==> config.mk <==
export PLATFORM = sky130hd
export DESIGN_NAME = byte_pattern_matcher_core_flat
export DESIGN_NICKNAME = d
export VERILOG_FILES = /design/src/rtl/core/bpm_pkg.sv /design/src/rtl/core/bpm_if.sv /design/src/rtl/core/byte_pattern_matcher_core.sv /design/src/rtl/core/bpm_cell.sv /design/src/rtl/core/bpm_cfg_regs.sv /design/src/flat_wrapper.sv
export SDC_FILE = /design/constraint.sdc
export NUM_CORES = 1
export LEC_CHECK = 0
export ABC_CLOCK_PERIOD_IN_PS = 11800
export BUFFER_PORTS_ARGS = -buffer_cell sky130_fd_sc_hd__buf_2
export CAP_MARGIN = 20
export CORE_ASPECT_RATIO = 0.5
export CORE_MARGIN = 2
export CORE_UTILIZATION = 55
export CTS_CLUSTER_SIZE = 8
export DETAILED_ROUTE_END_ITERATION = 8
export GPL_ROUTABILITY_DRIVEN = 0
export PLACE_DENSITY_LB_ADDON = 0.08
export SLEW_MARGIN = 20
export SYNTH_ARGS = -nofsm -noshare
export SYNTH_HDL_FRONTEND = slang
export SYNTH_SLANG_ARGS = --single-unit
export TNS_END_PERCENT = 1
==> constraint.sdc <==
create_clock -name clk -period 11.8 [get_ports clk]
set_input_delay 0 -clock clk [delete_from_list [all_inputs] [get_ports clk]]
set_output_delay 0 -clock clk [all_outputs]
set_load 0.03 [all_outputs]
==> src/rtl/core/bpm_pkg.sv <==
`timescale 1ns / 1ps

package bpm_pkg;

  // Sizing of the matcher
  localparam int MAX_PATTERN_BYTES = 8;
  localparam int OFFSET_BITS       = 32;
  localparam int WINDOW_BYTES      = 8;
  localparam int LEN_LIMIT         = (MAX_PATTERN_BYTES < WINDOW_BYTES) ?
                                     MAX_PATTERN_BYTES : WINDOW_BYTES;
  localparam int CELL_IDX_W        = $clog2(MAX_PATTERN_BYTES);

  // Field widths
  localparam int BYTE_W       = 8;
  localparam int LEN_W        = 4;
  localparam int PATTERN_W    = 64;
  localparam int MATCH_OFF_W  = 32;
  localparam int MATCH_NUM_W  = 32;
  localparam int CFG_INDEX_W  = 4;
  localparam int CFG_DATA_W   = 64;

  // Configuration register indexes
  localparam logic [CFG_INDEX_W-1:0] REG_PATTERN_BYTES  = CFG_INDEX_W'(0);
  localparam logic [CFG_INDEX_W-1:0] REG_PATTERN_LENGTH = CFG_INDEX_W'(1);

  typedef logic [BYTE_W-1:0]                        byte_t;
  typedef logic [LEN_W-1:0]                         len_t;
  typedef logic [MAX_PATTERN_BYTES-1:0][BYTE_W-1:0] pattern_t;
  typedef logic [OFFSET_BITS-1:0]                   pos_t;
  typedef logic [MATCH_NUM_W-1:0]                   count_t;

  // Control handed from the top level to every cell of the window
  typedef struct packed {
    logic advance;  // a byte is taken this cycle
    logic clear;    // the byte closes the buffer
    len_t len;      // pattern length in use
  } cell_ctrl_t;

endpackage

==> src/rtl/core/bpm_if.sv <==
`timescale 1ns / 1ps

// Input byte channel
interface bpm_in_if import bpm_pkg::*; ();
  logic  valid;
  logic  ready;
  byte_t data_byte;
  logic  last_in_buffer;

  modport source (output valid, output data_byte, output last_in_buffer, input ready);
  modport sink   (input valid, input data_byte, input last_in_buffer, output ready);
endinterface

// Match result channel
interface bpm_out_if import bpm_pkg::*; ();
  logic                   valid;
  logic                   ready;
  logic [MATCH_OFF_W-1:0] match_offset;
  logic [MATCH_NUM_W-1:0] match_number;

  modport source (output valid, output match_offset, output match_number, input ready);
  modport sink   (input valid, input match_offset, input match_number, output ready);
endinterface

// Register write channel
interface bpm_cfg_if import bpm_pkg::*; ();
  logic                   valid;
  logic                   ready;
  logic [CFG_INDEX_W-1:0] reg_index;
  logic [CFG_DATA_W-1:0]  wr_data;

  modport source (output valid, output reg_index, output wr_data, input ready);
  modport sink   (input valid, input reg_index, input wr_data, output ready);
endinterface

==> src/rtl/core/byte_pattern_matcher_core.sv <==
`timescale 1ns / 1ps
// A match is on out_ch in the cycle after the beat carrying its last byte is accepted.
// Throughput: one byte per cycle; the window compare is a single row of cells.
// in_ch stalls only while a result is held and out_ch is not ready.
// Reset (rst_n, synchronous, active low) clears the window, position, match count,
// pattern and length registers and the output valid flag; offset and number are not reset.

module byte_pattern_matcher_core import bpm_pkg::*; (
  input  logic      clk,
  input  logic      rst_n,
  bpm_in_if.sink    in_ch,
  bpm_out_if.source out_ch,
  bpm_cfg_if.sink   cfg_ch
);

  pattern_t   pattern;
  len_t       pattern_len;
  cell_ctrl_t ctrl;
  logic       accept;
  byte_t      byte_link  [MAX_PATTERN_BYTES];
  logic       match_link [MAX_PATTERN_BYTES+1];

  pos_t       seen_r, seen_nxt;
  count_t     cnt_r, cnt_nxt;
  count_t     cnt_inc;
  pos_t       off_full;
  logic       len_ok, seen_ok, hit;

  logic                   out_valid_r, out_valid_nxt;
  logic [MATCH_OFF_W-1:0] out_offset_r, out_offset_nxt;
  count_t                 out_number_r, out_number_nxt;

  // Configuration registers
  bpm_cfg_regs u_cfg (
    .clk         (clk),
    .rst_n       (rst_n),
    .cfg_ch      (cfg_ch),
    .pattern     (pattern),
    .pattern_len (pattern_len)
  );

  // Input handshake: take a beat whenever the output stage is free or draining
  assign in_ch.ready = !out_valid_r || out_ch.ready;
  assign accept      = in_ch.valid && in_ch.ready;

  assign ctrl.advance = accept;
  assign ctrl.clear   = in_ch.last_in_buffer;
  assign ctrl.len     = pattern_len;

  // Row of window cells
  assign byte_link[0]  = in_ch.data_byte;
  assign match_link[0] = 1'b1;

  for (genvar i = 0; i < MAX_PATTERN_BYTES; i++) begin : g_cell
    if (i < MAX_PATTERN_BYTES - 1) begin : g_mid
      bpm_cell u_cell (
        .clk       (clk),
        .rst_n     (rst_n),
        .ctrl      (ctrl),
        .cell_idx  (CELL_IDX_W'(i)),
        .pattern   (pattern),
        .byte_in   (byte_link[i]),
        .byte_out  (byte_link[i+1]),
        .match_in  (match_link[i]),
        .match_out (match_link[i+1])
      );
    end else begin : g_end
      bpm_cell u_cell (
        .clk       (clk),
        .rst_n     (rst_n),
        .ctrl      (ctrl),
        .cell_idx  (CELL_IDX_W'(i)),
        .pattern   (pattern),
        .byte_in   (byte_link[i]),
        .byte_out  (),
        .match_in  (match_link[i]),
        .match_out (match_link[i+1])
      );
    end
  end

  // Position, gating and match count
  always_comb begin
    seen_nxt = (seen_r == '1) ? seen_r : seen_r + OFFSET_BITS'(1);
    len_ok   = (pattern_len != '0) && (pattern_len <= LEN_W'(LEN_LIMIT));
    seen_ok  = seen_nxt >= OFFSET_BITS'(pattern_len);
    hit      = accept && len_ok && seen_ok && match_link[MAX_PATTERN_BYTES];
    cnt_inc  = (cnt_r == '1) ? cnt_r : cnt_r + MATCH_NUM_W'(1);
    off_full = seen_nxt - OFFSET_BITS'(pattern_len);
    cnt_nxt  = cnt_r;
    if (accept) begin
      if (in_ch.last_in_buffer) begin
        cnt_nxt = '0;
      end else if (hit) begin
        cnt_nxt = cnt_inc;
      end
    end
  end

  // Output stage
  always_comb begin
    out_valid_nxt  = out_valid_r;
    out_offset_nxt = out_offset_r;
    out_number_nxt = out_number_r;
    if (hit) begin
      out_valid_nxt  = 1'b1;
      out_offset_nxt = off_full[MATCH_OFF_W-1:0];
      out_number_nxt = cnt_inc;
    end else if (out_ch.ready) begin
      out_valid_nxt  = 1'b0;
    end
  end

  always_ff @(posedge clk) begin
    if (!rst_n) begin
      seen_r      <= '0;
      cnt_r       <= '0;
      out_valid_r <= 1'b0;
    end else begin
      if (accept) begin
        seen_r <= in_ch.last_in_buffer ? '0 : seen_nxt;
      end
      cnt_r       <= cnt_nxt;
      out_valid_r <= out_valid_nxt;
    end
  end

  always_ff @(posedge clk) begin
    out_offset_r <= out_offset_nxt;
    out_number_r <= out_number_nxt;
  end

  assign out_ch.valid        = out_valid_r;
  assign out_ch.match_offset = out_offset_r;
  assign out_ch.match_number = out_number_r;

`ifndef SYNTHESIS
  // A closing byte leaves the position and count at zero
  a_buffer_clear: assert property (@(posedge clk) disable iff (!rst_n)
    accept && in_ch.last_in_buffer |=> seen_r == '0 && cnt_r == '0)
    else $error("position or count not cleared after last byte");

  // Length zero never produces a result
  a_len_zero_silent: assert property (@(posedge clk) disable iff (!rst_n)
    accept && pattern_len == '0 |=> !out_valid_r)
    else $error("result with pattern length zero");

  // Every reported match carries a count of at least one
  a_number_nonzero: assert property (@(posedge clk) disable iff (!rst_n)
    out_valid_r |-> out_number_r != '0)
    else $error("result with zero match number");

  // Position advances by one per byte until saturation
  a_seen_step: assert property (@(posedge clk) disable iff (!rst_n)
    accept && !in_ch.last_in_buffer && seen_r != '1 |=> seen_r == $past(seen_r) + 1'b1)
    else $error("position did not advance");
`endif

endmodule

==> src/rtl/core/bpm_cell.sv <==
`timescale 1ns / 1ps

// One byte of the sliding window. Cell j holds the byte received j+1 beats ago
// and checks the byte shifting into it against pattern byte len-1-j.
module bpm_cell import bpm_pkg::*; (
  input  logic                  clk,
  input  logic                  rst_n,
  input  cell_ctrl_t            ctrl,
  input  logic [CELL_IDX_W-1:0] cell_idx,
  input  pattern_t              pattern,
  input  byte_t                 byte_in,
  output byte_t                 byte_out,
  input  logic                  match_in,
  output logic                  match_out
);

  byte_t                 byte_r;
  logic                  in_use;
  len_t                  sel_full;
  logic [CELL_IDX_W-1:0] sel;
  logic                  eq;

  // Compare against the pattern byte that lines up with this cell
  always_comb begin
    in_use   = LEN_W'(cell_idx) < ctrl.len;
    sel_full = ctrl.len - LEN_W'(cell_idx) - LEN_W'(1);
    sel      = sel_full[CELL_IDX_W-1:0];
    eq       = !in_use || (byte_in == pattern[sel]);
  end

  assign match_out = match_in && eq;
  assign byte_out  = byte_r;

  // Shift the window one byte per beat; a closing byte empties it
  always_ff @(posedge clk) begin
    if (!rst_n) begin
      byte_r <= '0;
    end else if (ctrl.advance) begin
      byte_r <= ctrl.clear ? '0 : byte_in;
    end
  end

endmodule

==> src/rtl/core/bpm_cfg_regs.sv <==
`timescale 1ns / 1ps

// Pattern and length registers behind the write channel
module bpm_cfg_regs import bpm_pkg::*; (
  input  logic      clk,
  input  logic      rst_n,
  bpm_cfg_if.sink   cfg_ch,
  output pattern_t  pattern,
  output len_t      pattern_len
);

  pattern_t pattern_r;
  len_t     len_r;
  logic     wr_en;

  assign cfg_ch.ready = 1'b1;
  assign wr_en        = cfg_ch.valid;
  assign pattern      = pattern_r;
  assign pattern_len  = len_r;

  // Register decode; unknown indexes are dropped
  always_ff @(posedge clk) begin
    if (!rst_n) begin
      pattern_r <= '0;
      len_r     <= '0;
    end else if (wr_en) begin
      unique case (cfg_ch.reg_index)
        REG_PATTERN_BYTES:  pattern_r <= pattern_t'(cfg_ch.wr_data[PATTERN_W-1:0]);
        REG_PATTERN_LENGTH: len_r     <= cfg_ch.wr_data[LEN_W-1:0];
        default: ;
      endcase
    end
  end

endmodule

==> src/flat_wrapper.sv <==
// flat-port wrapper written by rule: the top's interface ports become plain ports
module byte_pattern_matcher_core_flat import bpm_pkg::*;
  (clk, rst_n, in_ch_valid, in_ch_data_byte, in_ch_last_in_buffer, in_ch_ready, out_ch_valid, out_ch_match_offset, out_ch_match_number, out_ch_ready, cfg_ch_valid, cfg_ch_reg_index, cfg_ch_wr_data, cfg_ch_ready);
  bpm_in_if in_ch_i ();
  bpm_out_if out_ch_i ();
  bpm_cfg_if cfg_ch_i ();
  input  logic clk;
  input  logic rst_n;
  input wire logic [$bits(in_ch_i.valid)-1:0] in_ch_valid;
  input wire logic [$bits(in_ch_i.data_byte)-1:0] in_ch_data_byte;
  input wire logic [$bits(in_ch_i.last_in_buffer)-1:0] in_ch_last_in_buffer;
  output wire logic [$bits(in_ch_i.ready)-1:0] in_ch_ready;
  output wire logic [$bits(out_ch_i.valid)-1:0] out_ch_valid;
  output wire logic [$bits(out_ch_i.match_offset)-1:0] out_ch_match_offset;
  output wire logic [$bits(out_ch_i.match_number)-1:0] out_ch_match_number;
  input wire logic [$bits(out_ch_i.ready)-1:0] out_ch_ready;
  input wire logic [$bits(cfg_ch_i.valid)-1:0] cfg_ch_valid;
  input wire logic [$bits(cfg_ch_i.reg_index)-1:0] cfg_ch_reg_index;
  input wire logic [$bits(cfg_ch_i.wr_data)-1:0] cfg_ch_wr_data;
  output wire logic [$bits(cfg_ch_i.ready)-1:0] cfg_ch_ready;
  assign in_ch_i.valid = in_ch_valid;
  assign in_ch_i.data_byte = in_ch_data_byte;
  assign in_ch_i.last_in_buffer = in_ch_last_in_buffer;
  assign in_ch_ready = in_ch_i.ready;
  assign out_ch_valid = out_ch_i.valid;
  assign out_ch_match_offset = out_ch_i.match_offset;
  assign out_ch_match_number = out_ch_i.match_number;
  assign out_ch_i.ready = out_ch_ready;
  assign cfg_ch_i.valid = cfg_ch_valid;
  assign cfg_ch_i.reg_index = cfg_ch_reg_index;
  assign cfg_ch_i.wr_data = cfg_ch_wr_data;
  assign cfg_ch_ready = cfg_ch_i.ready;
  byte_pattern_matcher_core u_core (.clk(clk), .rst_n(rst_n), .in_ch(in_ch_i), .out_ch(out_ch_i), .cfg_ch(cfg_ch_i));
endmodule
Yosys cells after proc, flatten, opt, wreduce, memory -nomap -nowiden
Cells that the tools add are included.
{"block": "totals", "ff_bits": 253, "inputBits": 82, "out_inout_bits": 67, "word_cells": 134}
{"block": "op_classes", "addsub": 17, "n_lt_le_gt_ge": 18, "eq_ne": 11, "mux": 30, "n_reduce_logical": 37}
{"operator": "8-bit binary-select mux with 3-bit select", "count": 8}
{"operator": "32-bit two-way mux", "count": 5}
{"operator": "8-bit two-way mux", "count": 15}
{"operator": "32-bit by 1-bit adder with 32-bit output, second input constant", "count": 2}
{"operator": "32-bit equality test, second input constant", "count": 2}
{"operator": "8-bit equality test", "count": 8}
{"operator": "32-bit by 4-bit >= comparator with 1-bit output", "count": 1}
{"operator": "3-bit by 4-bit less-than comparator with 1-bit output, second input constant", "count": 8}
{"operator": "32-bit by 4-bit subtractor with 32-bit output", "count": 1}
{"operator": "3-bit by 1-bit subtractor with 3-bit output, second input constant", "count": 8}
{"operator": "3-bit by 4-bit less-than comparator with 1-bit output, first input constant", "count": 4}
{"operator": "1-bit logical AND", "count": 12}
{"operator": "3-bit subtractor, second input constant", "count": 4}
{"operator": "1-bit logical NOT", "count": 9}
{"operator": "1-bit logical OR", "count": 9}
{"operator": "1-bit by 4-bit less-than comparator with 1-bit output, first input constant", "count": 2}
{"operator": "2-bit by 4-bit less-than comparator with 1-bit output, first input constant", "count": 2}
{"operator": "2-bit AND reduction", "count": 3}
{"operator": "3-bit by 2-bit subtractor with 3-bit output, second input constant", "count": 2}
{"operator": "4-bit by 1-bit equality test with 1-bit output, second input constant", "count": 1}
{"operator": "4-bit less-or-equal comparator, second input constant", "count": 1}
{"operator": "4-bit logical NOT", "count": 1}
{"operator": "2-bit nonzero test", "count": 2}
{"operator": "4-bit nonzero test", "count": 1}
{"operator": "1-bit two-way mux", "count": 2}

Longest topological paths before layout
Gate-level depths: netlist of run 1.
{"block": "depth", "ltp_word": 16, "ltp_mapped": 20, "mapped_depth_nobuf": 17}

Hierarchy
From an unflattened synthesis of run 1, not the netlist that was laid out.
{"block": "hier_totals", "cells_unflattened": 1744, "hier_area_um2": 18282.5}
{"mod": "bpm_cell", "n_inst": 8, "cells_per_inst": 92, "area_per_inst_um2": 1072.3, "seq_area_each_um2": 160.2}
{"mod": "byte_pattern_matcher_core", "n_inst": 1, "cells_per_inst": 712, "area_per_inst_um2": 6971.7, "seq_area_each_um2": 3223.1}
{"mod": "bpm_cfg_regs", "n_inst": 1, "cells_per_inst": 296, "area_per_inst_um2": 2732.6, "seq_area_each_um2": 1361.3}

Least setup slack after synthesis of run 1
OpenSTA, ideal clock, no wires.
{"block": "synth_timing", "kind": "reg-to-reg", "startpoint": "register u_core.u_cfg.len_r[0], in the netlist u_core.u_cfg.pattern_len[0]", "endpoint": "register u_core.out_number_r[0], in the netlist u_core.out_ch.match_number[0] (enable)", "setup_ns": 0.421, "arrival_time_ns": 5.203, "t_required_ns": 11.379, "path_slack_ns": 6.176, "stages_incl_launch_ff": 17, "path_buffers": 5, "period_less_slack_ns": 5.624, "cell_sequence": "dfxtp_1 > buf_2 > buf_2 > inv_2 > buf_2 > ha_1 > clkbuf_1 > buf_1 > mux4_2 > xnor2_1 > nand4_1 > o2111ai_1 > o311ai_0 > nor4b_1 > nor4b_2 > nand2_1 > inv_1"}
{"block": "synth_via", "elab_chain_cells": 14, "word_cells_on_any_way": 76, "classes_between": "add/sub: 14; order compare: 10; eq/ne: 8; mux: 16; reduce/logical: 28"}
{"item": "start: declaration", "line_no": "bpm_cfg_regs.sv:13", "text": "len_t len_r;"}
{"item": "start signal: assignment", "line_no": "bpm_cfg_regs.sv:29", "text": "REG_PATTERN_LENGTH: len_r <= cfg_ch.wr_data[LEN_W-1:0];"}
{"item": "3-bit by 1-bit subtractor with 3-bit output (2 in series)", "line_no": "bpm_cell.sv:26", "text": "sel_full = ctrl.len - LEN_W'(cell_idx) - LEN_W'(1);"}
{"item": "8-bit binary-select mux with 3-bit select", "line_no": "bpm_cell.sv:28", "text": "eq = !in_use || (byte_in == pattern[sel]);"}
{"item": "8-bit two-way mux (not written as such)", "line_no": "bpm_cell.sv:28"}
{"item": "8-bit equality test", "line_no": "bpm_cell.sv:28"}
{"item": "1-bit logical OR", "line_no": "bpm_cell.sv:28"}
{"item": "1-bit logical AND (7 in series)", "line_no": "bpm_cell.sv:31", "text": "assign match_out = match_in && eq;"}
{"item": "1-bit logical AND (*)", "line_no": "byte_pattern_matcher_core.sv:87", "text": "hit = accept && len_ok && seen_ok && match_link[MAX_PATTERN_BYTES];"}
{"item": "named net u_core.hit", "line_no": "byte_pattern_matcher_core.sv:27", "text": "logic len_ok, seen_ok, hit;"}
{"item": "end signal: assignment", "line_no": "byte_pattern_matcher_core.sv:130", "text": "out_number_r <= out_number_nxt;"}
{"item": "end: declaration", "line_no": "byte_pattern_matcher_core.sv:31", "text": "count_t out_number_r, out_number_nxt;"}
The timed path passes the listed nets; every way through them passes the cells marked *. The select of a mux whose other input is x is not followed.
A chain may end at the register's enable or synchronous reset.

Worst setup path in the final report of run 1
{"block": "layout_timing", "startpoint": "register u_core.seen_r[4]", "endpoint": "register u_core.cnt_r[29]"}
{"block": "layout_via", "elab_chain_cells": 7, "word_cells_on_any_way": 8, "classes_between": "add/sub: 1; order compare: 1; eq/ne: 1; mux: 1; reduce/logical: 4"}
{"item": "start: declaration", "line_no": "byte_pattern_matcher_core.sv:23", "text": "pos_t seen_r, seen_nxt;"}
{"item": "start signal: assignment", "line_no": "byte_pattern_matcher_core.sv:121", "text": "seen_r <= in_ch.last_in_buffer ? '0 : seen_nxt;"}
{"item": "32-bit by 1-bit adder with 32-bit output or 32-bit equality test (tied branches)", "line_no": "byte_pattern_matcher_core.sv:84", "text": "seen_nxt = (seen_r == '1) ? seen_r : seen_r + OFFSET_BITS'(1);"}
{"item": "32-bit two-way mux (*)", "line_no": "byte_pattern_matcher_core.sv:84"}
{"item": "32-bit by 4-bit >= comparator with 1-bit output (*)", "line_no": "byte_pattern_matcher_core.sv:86", "text": "seen_ok = seen_nxt >= OFFSET_BITS'(pattern_len);"}
{"item": "1-bit logical AND (*) (2 in series)", "line_no": "byte_pattern_matcher_core.sv:87"}
{"item": "2-bit nonzero test (no line) (*)"}
{"item": "2-bit AND reduction (no line) (*)"}
{"item": "end signal: assignment", "line_no": "byte_pattern_matcher_core.sv:123", "text": "cnt_r <= cnt_nxt;"}
{"item": "end: declaration", "line_no": "byte_pattern_matcher_core.sv:24", "text": "count_t cnt_r, cnt_nxt;"}
Every way passes the cells marked *; elsewhere a longest branch is shown, timed or not.

==> run metrics, run 1 <==
run status finished, violations left; failing checks negative hold slack; routed len/inst about 19 µm; Sink Count around 250; RSZ-0062 raised after global routing no; synth warn 0; setup bufs post-CTS 0; Seq cells post-synth between 200 and 300; Yosys cell types between 60 and 70; Maximum Capacitance Violations 0; CP Data Arrival Time about 6600 ps; GRT met3 Usage roughly 5.8%; total track usage roughly 28%; Max Buffers Root-to-Sink 3; HP Class in2reg; PortBufs 147; largest net degree at the start of global routing 85; fraction of layout cells with a size suffix above 1 18.0%; number of synthesized flops with an enable pin 64; minimum clock period 6100 ps; Worst path max stage delay about 840 ps; clk root buf clkbuf_16; Die Y around 120 µm; Leakage between 6 and 7 nW; Vias per Instance ~6; FFs w/ async S/R, synth 0%; Critical Path End Type flip-flop; PD cells ~110 nW/µm²; CTS buffer count 37; Max Slew Vio Count 0; minimum hold slack -14.2 ps; worst setup path class reg2reg; Util after Layout between 60% and 70%; Routed Antenna Nets 0; global-route wire length before repair between 60000 and 70000 µm; Cells after Synth 1633; cell family with most CP delay simple AND/OR/NAND/NOR gates; area of the core 27800 µm²; DRT iter0 DRCs 1310; skew final approximately 28 ps; CP Buf/Inv Count 1; most used flip-flop cell after synthesis dfxtp_1; Filler cells 2260; Worst R2R Setup Slack approximately 5700 ps; Mapped Area between 15000 and 20000 µm²; period utilization just over 50%; CTS resizes 0; Horiz. Die Dim around 240 µm; Worst EP required roughly 12000 ps; peak supply drop roughly 0.000081 V; Clock transition at path regs 60 ps; antenna violations before repair 0; Clock Latency Late Sink 550 ps; Post-route DRC 0; GRT overflow 0; NumNets Final ~1.9k; Synth-to-Final Area Change 16.7%; row cnt between 40 and 50; vias in the first global route roughly 13k; DR pass1 iterations 7; GRT busiest layer met2; crit path launch type flip-flop; area of the multi-input gates just over 9000 µm²; fmax about 0.16 GHz; Vias about 13k; post-synthesis sequential area ratio 36.6%; Ports roughly 150; crit path cell chain and4_1, and4_1, nand3_2, xnor2_1, ha_1, inv_1, fa_1, a21o_1, a21oi_1, and3_1, o2111ai_1, or4_4, a21oi_2, o21a_1, a21o_1; Slew headroom 26.8%; HPWL after DPL between 20000 and 30000 µm; GRT met1 Usage around 37%; setup TNS after final layout 0 ps; Post-Syn Area per Cell approximately 9.5 µm²; ANT cells 0; Slew @ Worst Pin between 1000 and 1500 ps; CTS tree built; final hold vios 2; Final setup viols 0; register area around 5700 µm²; post-synth net total between 1.5k and 2k; DRT Wirelength 42500 µm; Initial Utilization a little under three fifths; htree depth 2; CP Max Fanout 26; crit path max-delay cell type o21a_1; DIE AREA just under 30000 µm²; grt met2 use approximately half
Yosys cell counts, drive strengths merged, types with 27 or more instances:
cell / n / share of area (%)
and3: 72 / 2.9
xor2: 41 / 2.3
nand2: 223 / 5.4
a21o: 27 / 1.3
nand4: 35 / 1.5
dfxtp: 189 / 24
buf: 38 / 1.4
xnor2: 122 / 6.9
clkbuf: 74 / 1.8
nor3: 27 / 0.90
a21oi: 88 / 2.8
nor2b: 86 / 3.5
edfxtp: 64 / 12
mux2i: 59 / 3.8
o21ai: 51 / 1.6
mux4: 82 / 12
a21boi: 74 / 3.6
nand3: 49 / 1.6
nor2: 46 / 1.1
where the power goes:
group	total, W	switching, W	internal (W)
Sequential	0.000906	0.00000938	0.000897
Combinational	0.000147	0.0000792	0.0000680
Clock	0.000970	0.000394	0.000577
Total	0.00202	0.000482	0.00154
flip-flops by register name, indices dropped and copies added (netlist names):
| signal | cells |
|---|---|
| u_core.out_ch.match_offset | 32 |
| u_core.out_ch.valid | 1 |
| u_core.u_cfg.pattern | 64 |
| u_core.g_cell.g_mid.u_cell.byte_out | 56 |
| u_core.seen_r | 32 |
| u_core.out_ch.match_number | 32 |
| u_core.cnt_r | 32 |
| u_core.u_cfg.pattern_len | 4 |
per-layer routing:
| metal | wire [µm] | up-vias |
|---|---|---|
| met5 | 0 | - |
| met1 | 18000 | 6499 |
| met3 | 3580 | 102 |
| met4 | 1150 | 0 |
| li1 | - | 6233 |
| met2 | 19800 | 602 |
through the flow:
stage               std cells  setup slack, ps  total power (W)  cell area [µm²]
detailed placement       2062             5800          0.00105            16400
global route             2192             5240          0.00209            18200
global placement         2062             5990          0.00105            16400
CTS                      2192             5770          0.00204            18200
finish                   2192             5700          0.00202            18200
floorplan                1633             6180          0.00101            15600
worst paths after layout:
kind | endpoint | from | depth (start not counted)
worst min-delay path | u_core.u_cfg.pattern[48] | rst_n | 2
worst max-delay path | u_core.cnt_r[29] | u_core.seen_r[4] | 15
worst max register to register | u_core.cnt_r[29] | u_core.seen_r[4] | 15
worst min register to register | u_core.cnt_r[5] | u_core.cnt_r[5] | 1
cell families (layout without fill, tap and decap cells):
family                   count (synthesis)  after routing  share of synthesized area, %
buffers and inverters                  133            310                          3.64
XOR/XNOR                               164            164                          9.30
AND/OR/NAND/NOR                        629            629                          21.2
multiplexers                           144            144                          15.9
flip-flops                             253            253                          36.6
other                                    1              1                        0.0241
AO/OA/AOI/OAI                          299            299                          12.6
adder cells (fa/ha/maj)                 10             10                         0.851
repair_timing:
item                                    CTS  global route
hold endpoints to repair                 77             0
endpoints found under the setup margin    0             0
hold buffers                             73             0
cell usage in the layout, fill, tap and decap left out, types with 32 or more instances in the layout:
cell and n:
a21boi_0 74, a21oi_1 87, and3_1 72, buf_2 146, clkbuf_16 37, dfxtp_1 187, dlygate4sd3_1 73, edfxtp_1 64
mux2i_1 59, mux4_2 82, nand2_1 222, nand3_1 47, nand4_1 32, nor2_1 46, nor2b_1 86, o21ai_0 51
xnor2_1 122, xor2_1 41
cell type report:
type,count,area share (%)
tap,382,2.63
sequential,253,31.4
timing repair buffer,232,8.57
multi-input combinational,1247,51.3
clock buffer,53,5.42
inverter,21,0.433
clock inverter,4,0.234
Power figures use the tool's default switching activity.
==> run 2: changes to the inputs <==
--- a/config.mk
+++ b/config.mk
@@ -5,7 +5,7 @@
 export SDC_FILE = /design/constraint.sdc
 export NUM_CORES = 1
 export LEC_CHECK = 0
-export ABC_CLOCK_PERIOD_IN_PS = 11800
+export ABC_CLOCK_PERIOD_IN_PS = 5800
 export BUFFER_PORTS_ARGS = -buffer_cell sky130_fd_sc_hd__buf_2
 export CAP_MARGIN = 20
 export CORE_ASPECT_RATIO = 0.5
==> constraint.sdc (replaced) <==
create_clock -name clk -period 5.8 [get_ports clk]
set_input_delay 0 -clock clk [delete_from_list [all_inputs] [get_ports clk]]
set_output_delay 0 -clock clk [all_outputs]
set_load 0.03 [all_outputs]
==> run 2 against run 1 <==
  * The run now ends clean
  * Setup slack lost 5300 ps
  * Register-to-register slack lost 5300 ps
  * Final cell count grew 0.55%
  * Critical endpoint is now u_core.cnt_r[1]
  * Largest cell class unchanged
  * Largest power group unchanged
==> run metrics, run 2 (synthesis results as in run 1) <==
run status finished, final reports clean (was finished, violations left); area of the core 27800 µm² (unchanged); Max Slew Vio Count 0 (unchanged); CP Max Fanout 27 (was 26); post-route cell area 18300 µm² (was 18200 µm²); DR top layer met4 (unchanged); met2 wire len 20000 µm (was 19800 µm); period utilization 92.9% (was 51.7%); PD cells 227 nW/µm² (was 111 nW/µm²); Vias per Instance 6.10 (was 6.13); global-route wire length before repair 69200 µm (was 67700 µm); minimum hold slack 62.6 ps (was -14.2 ps); Vias 13.4k (unchanged); Clock transition at path regs 60 ps (about the same); Hold Buf Count CTS 78 (was 73); ANT cells 0 (unchanged); routed len/inst 19.7 µm (was 19.4 µm); Ports 149 (unchanged); commonest non-fill, non-tap cell in the layout nand2_1 (unchanged); fmax 0.186 GHz (was 0.164 GHz); total track usage 29.2% (was 28.5%); Slew @ Worst Pin 1200 ps (was 1090 ps); DR pass1 iterations 5 (was 7); RSZ-0062 raised after global routing no (unchanged); row cnt 43 (unchanged); Post-route DRC 0 (unchanged); NumNets Final 1895 (was 1884); crit path launch type flip-flop (unchanged); CTS resizes 0 (unchanged); PortBufs 147 (unchanged); Critical Path End Type flip-flop (unchanged); HPWL after DPL 29600 µm (was 29300 µm); clk root buf clkbuf_16 (unchanged); setup TNS after final layout 0 ps (unchanged); htree depth 2 (unchanged); placed cell areas 16500 µm² (was 16400 µm²); CP Data Arrival Time 5810 ps (was 6560 ps); most frequent cells in the layout 222 x nand2_1, 187 x dfxtp_1, 146 x buf_2, 122 x xnor2_1, 87 x a21oi_1 (unchanged); Final setup viols 0 (unchanged); final hold vios 0 (was 2); vias in the first global route 12.8k (was 12.6k); largest net degree at the start of global routing 112 (was 85); CTS buffer count 37 (unchanged); wire length on met1 18300 µm (was 18000 µm); GRT overflow 0 (unchanged); Horiz. Die Dim 242 µm (unchanged); Slew headroom 19.7% (was 26.8%); max reg flops 64 (unchanged); fraction of layout cells with a size suffix above 1 18.2% (was 18.0%); DRT iter0 DRCs 1454 (was 1310); Worst EP required 6220 ps (was 12270 ps); minimum clock period 5390 ps (was 6100 ps); Initial Utilization 56.2% (unchanged); DRT Wirelength 43400 µm (was 42500 µm); Max Buffers Root-to-Sink 3 (unchanged); Die Y 123 µm (unchanged); DIE AREA 29800 µm² (unchanged); HP Class in2reg (unchanged); Routed Antenna Nets 0 (unchanged); setup bufs post-CTS 0 (unchanged); metal3 WL 3720 µm (was 3580 µm); CTS tree built (unchanged); Maximum Capacitance Violations 0 (unchanged); worst setup path class reg2reg (unchanged); antenna violations before repair 0 (unchanged); Leakage 6.76 nW (was 6.69 nW); Synth-to-Final Area Change 17.5% (was 16.7%); Sink Count 253 (unchanged); Clock Latency Late Sink 540 ps (was 550 ps); peak supply drop 0.000184 V (was 0.0000806 V); skew final 19.5 ps (was 28.0 ps)
==> run 2: area by class of cell <==
type | count | area, µm²
sequential | 253 | 5710
clock inverter | 3 | 41.3
clock buffer | 55 | 1010
timing repair buffer | 243 | 1670
inverter | 21 | 78.8
tap | 382 | 478
fill | 2238 | 9440
multi-input combinational | 1247 | 9330
==> run 2: routing by layer <==
layer / GRT usage (%) / vias to the layer above
met3: 5.93 / 107
li1: - / 6252
met5: 0 / -
met2: 47.9 / 669
met1: 38.7 / 6408
met4: 11.4 / 0
==> run 2: final timing paths <==
kind | slack, ps | start | to | cells past startpoint
max | 410 | u_core.seen_r[17] | u_core.cnt_r[1] | 15
min | 60 | cfg_ch_reg_index[0] | u_core.u_cfg.pattern_len[0] | 4
max reg2reg | 410 | u_core.seen_r[17] | u_core.cnt_r[1] | 15
min reg2reg | 500 | u_core.cnt_r[27] | u_core.cnt_r[27] | 1
==> run 2: critical path, stage by stage (launching register included) <==
cell       delay [ps]
dfxtp_1           500
nand3_1           320
nor3_1            510
nand3_2           140
xnor2_1           340
ha_1              230
inv_1              80
fa_1              420
a21o_1            180
a21oi_1           380
and3_1            320
o2111ai_1         360
or4_4             690
nand3_2           490
nor2b_1           120
a21o_1            180
==> run 2: power breakdown <==
group          switching [W]  internal, W  total [W]
Clock               0.000800      0.00120    0.00200
Combinational       0.000163     0.000142   0.000305
Sequential         0.0000197      0.00182    0.00184
==> run 2: metrics by stage <==
step	worst slack [ps]	power, W	instances	util, %
3_3_place_gp	606	0.00213	2068	59.4
2_1_floorplan	176	0.00205	1633	-
3_5_place_dp	550	0.00214	2068	59.4
6_report	411	0.00415	2204	66.0
5_1_grt	172	0.00429	2204	66.0
4_1_cts	517	0.00418	2204	66.0
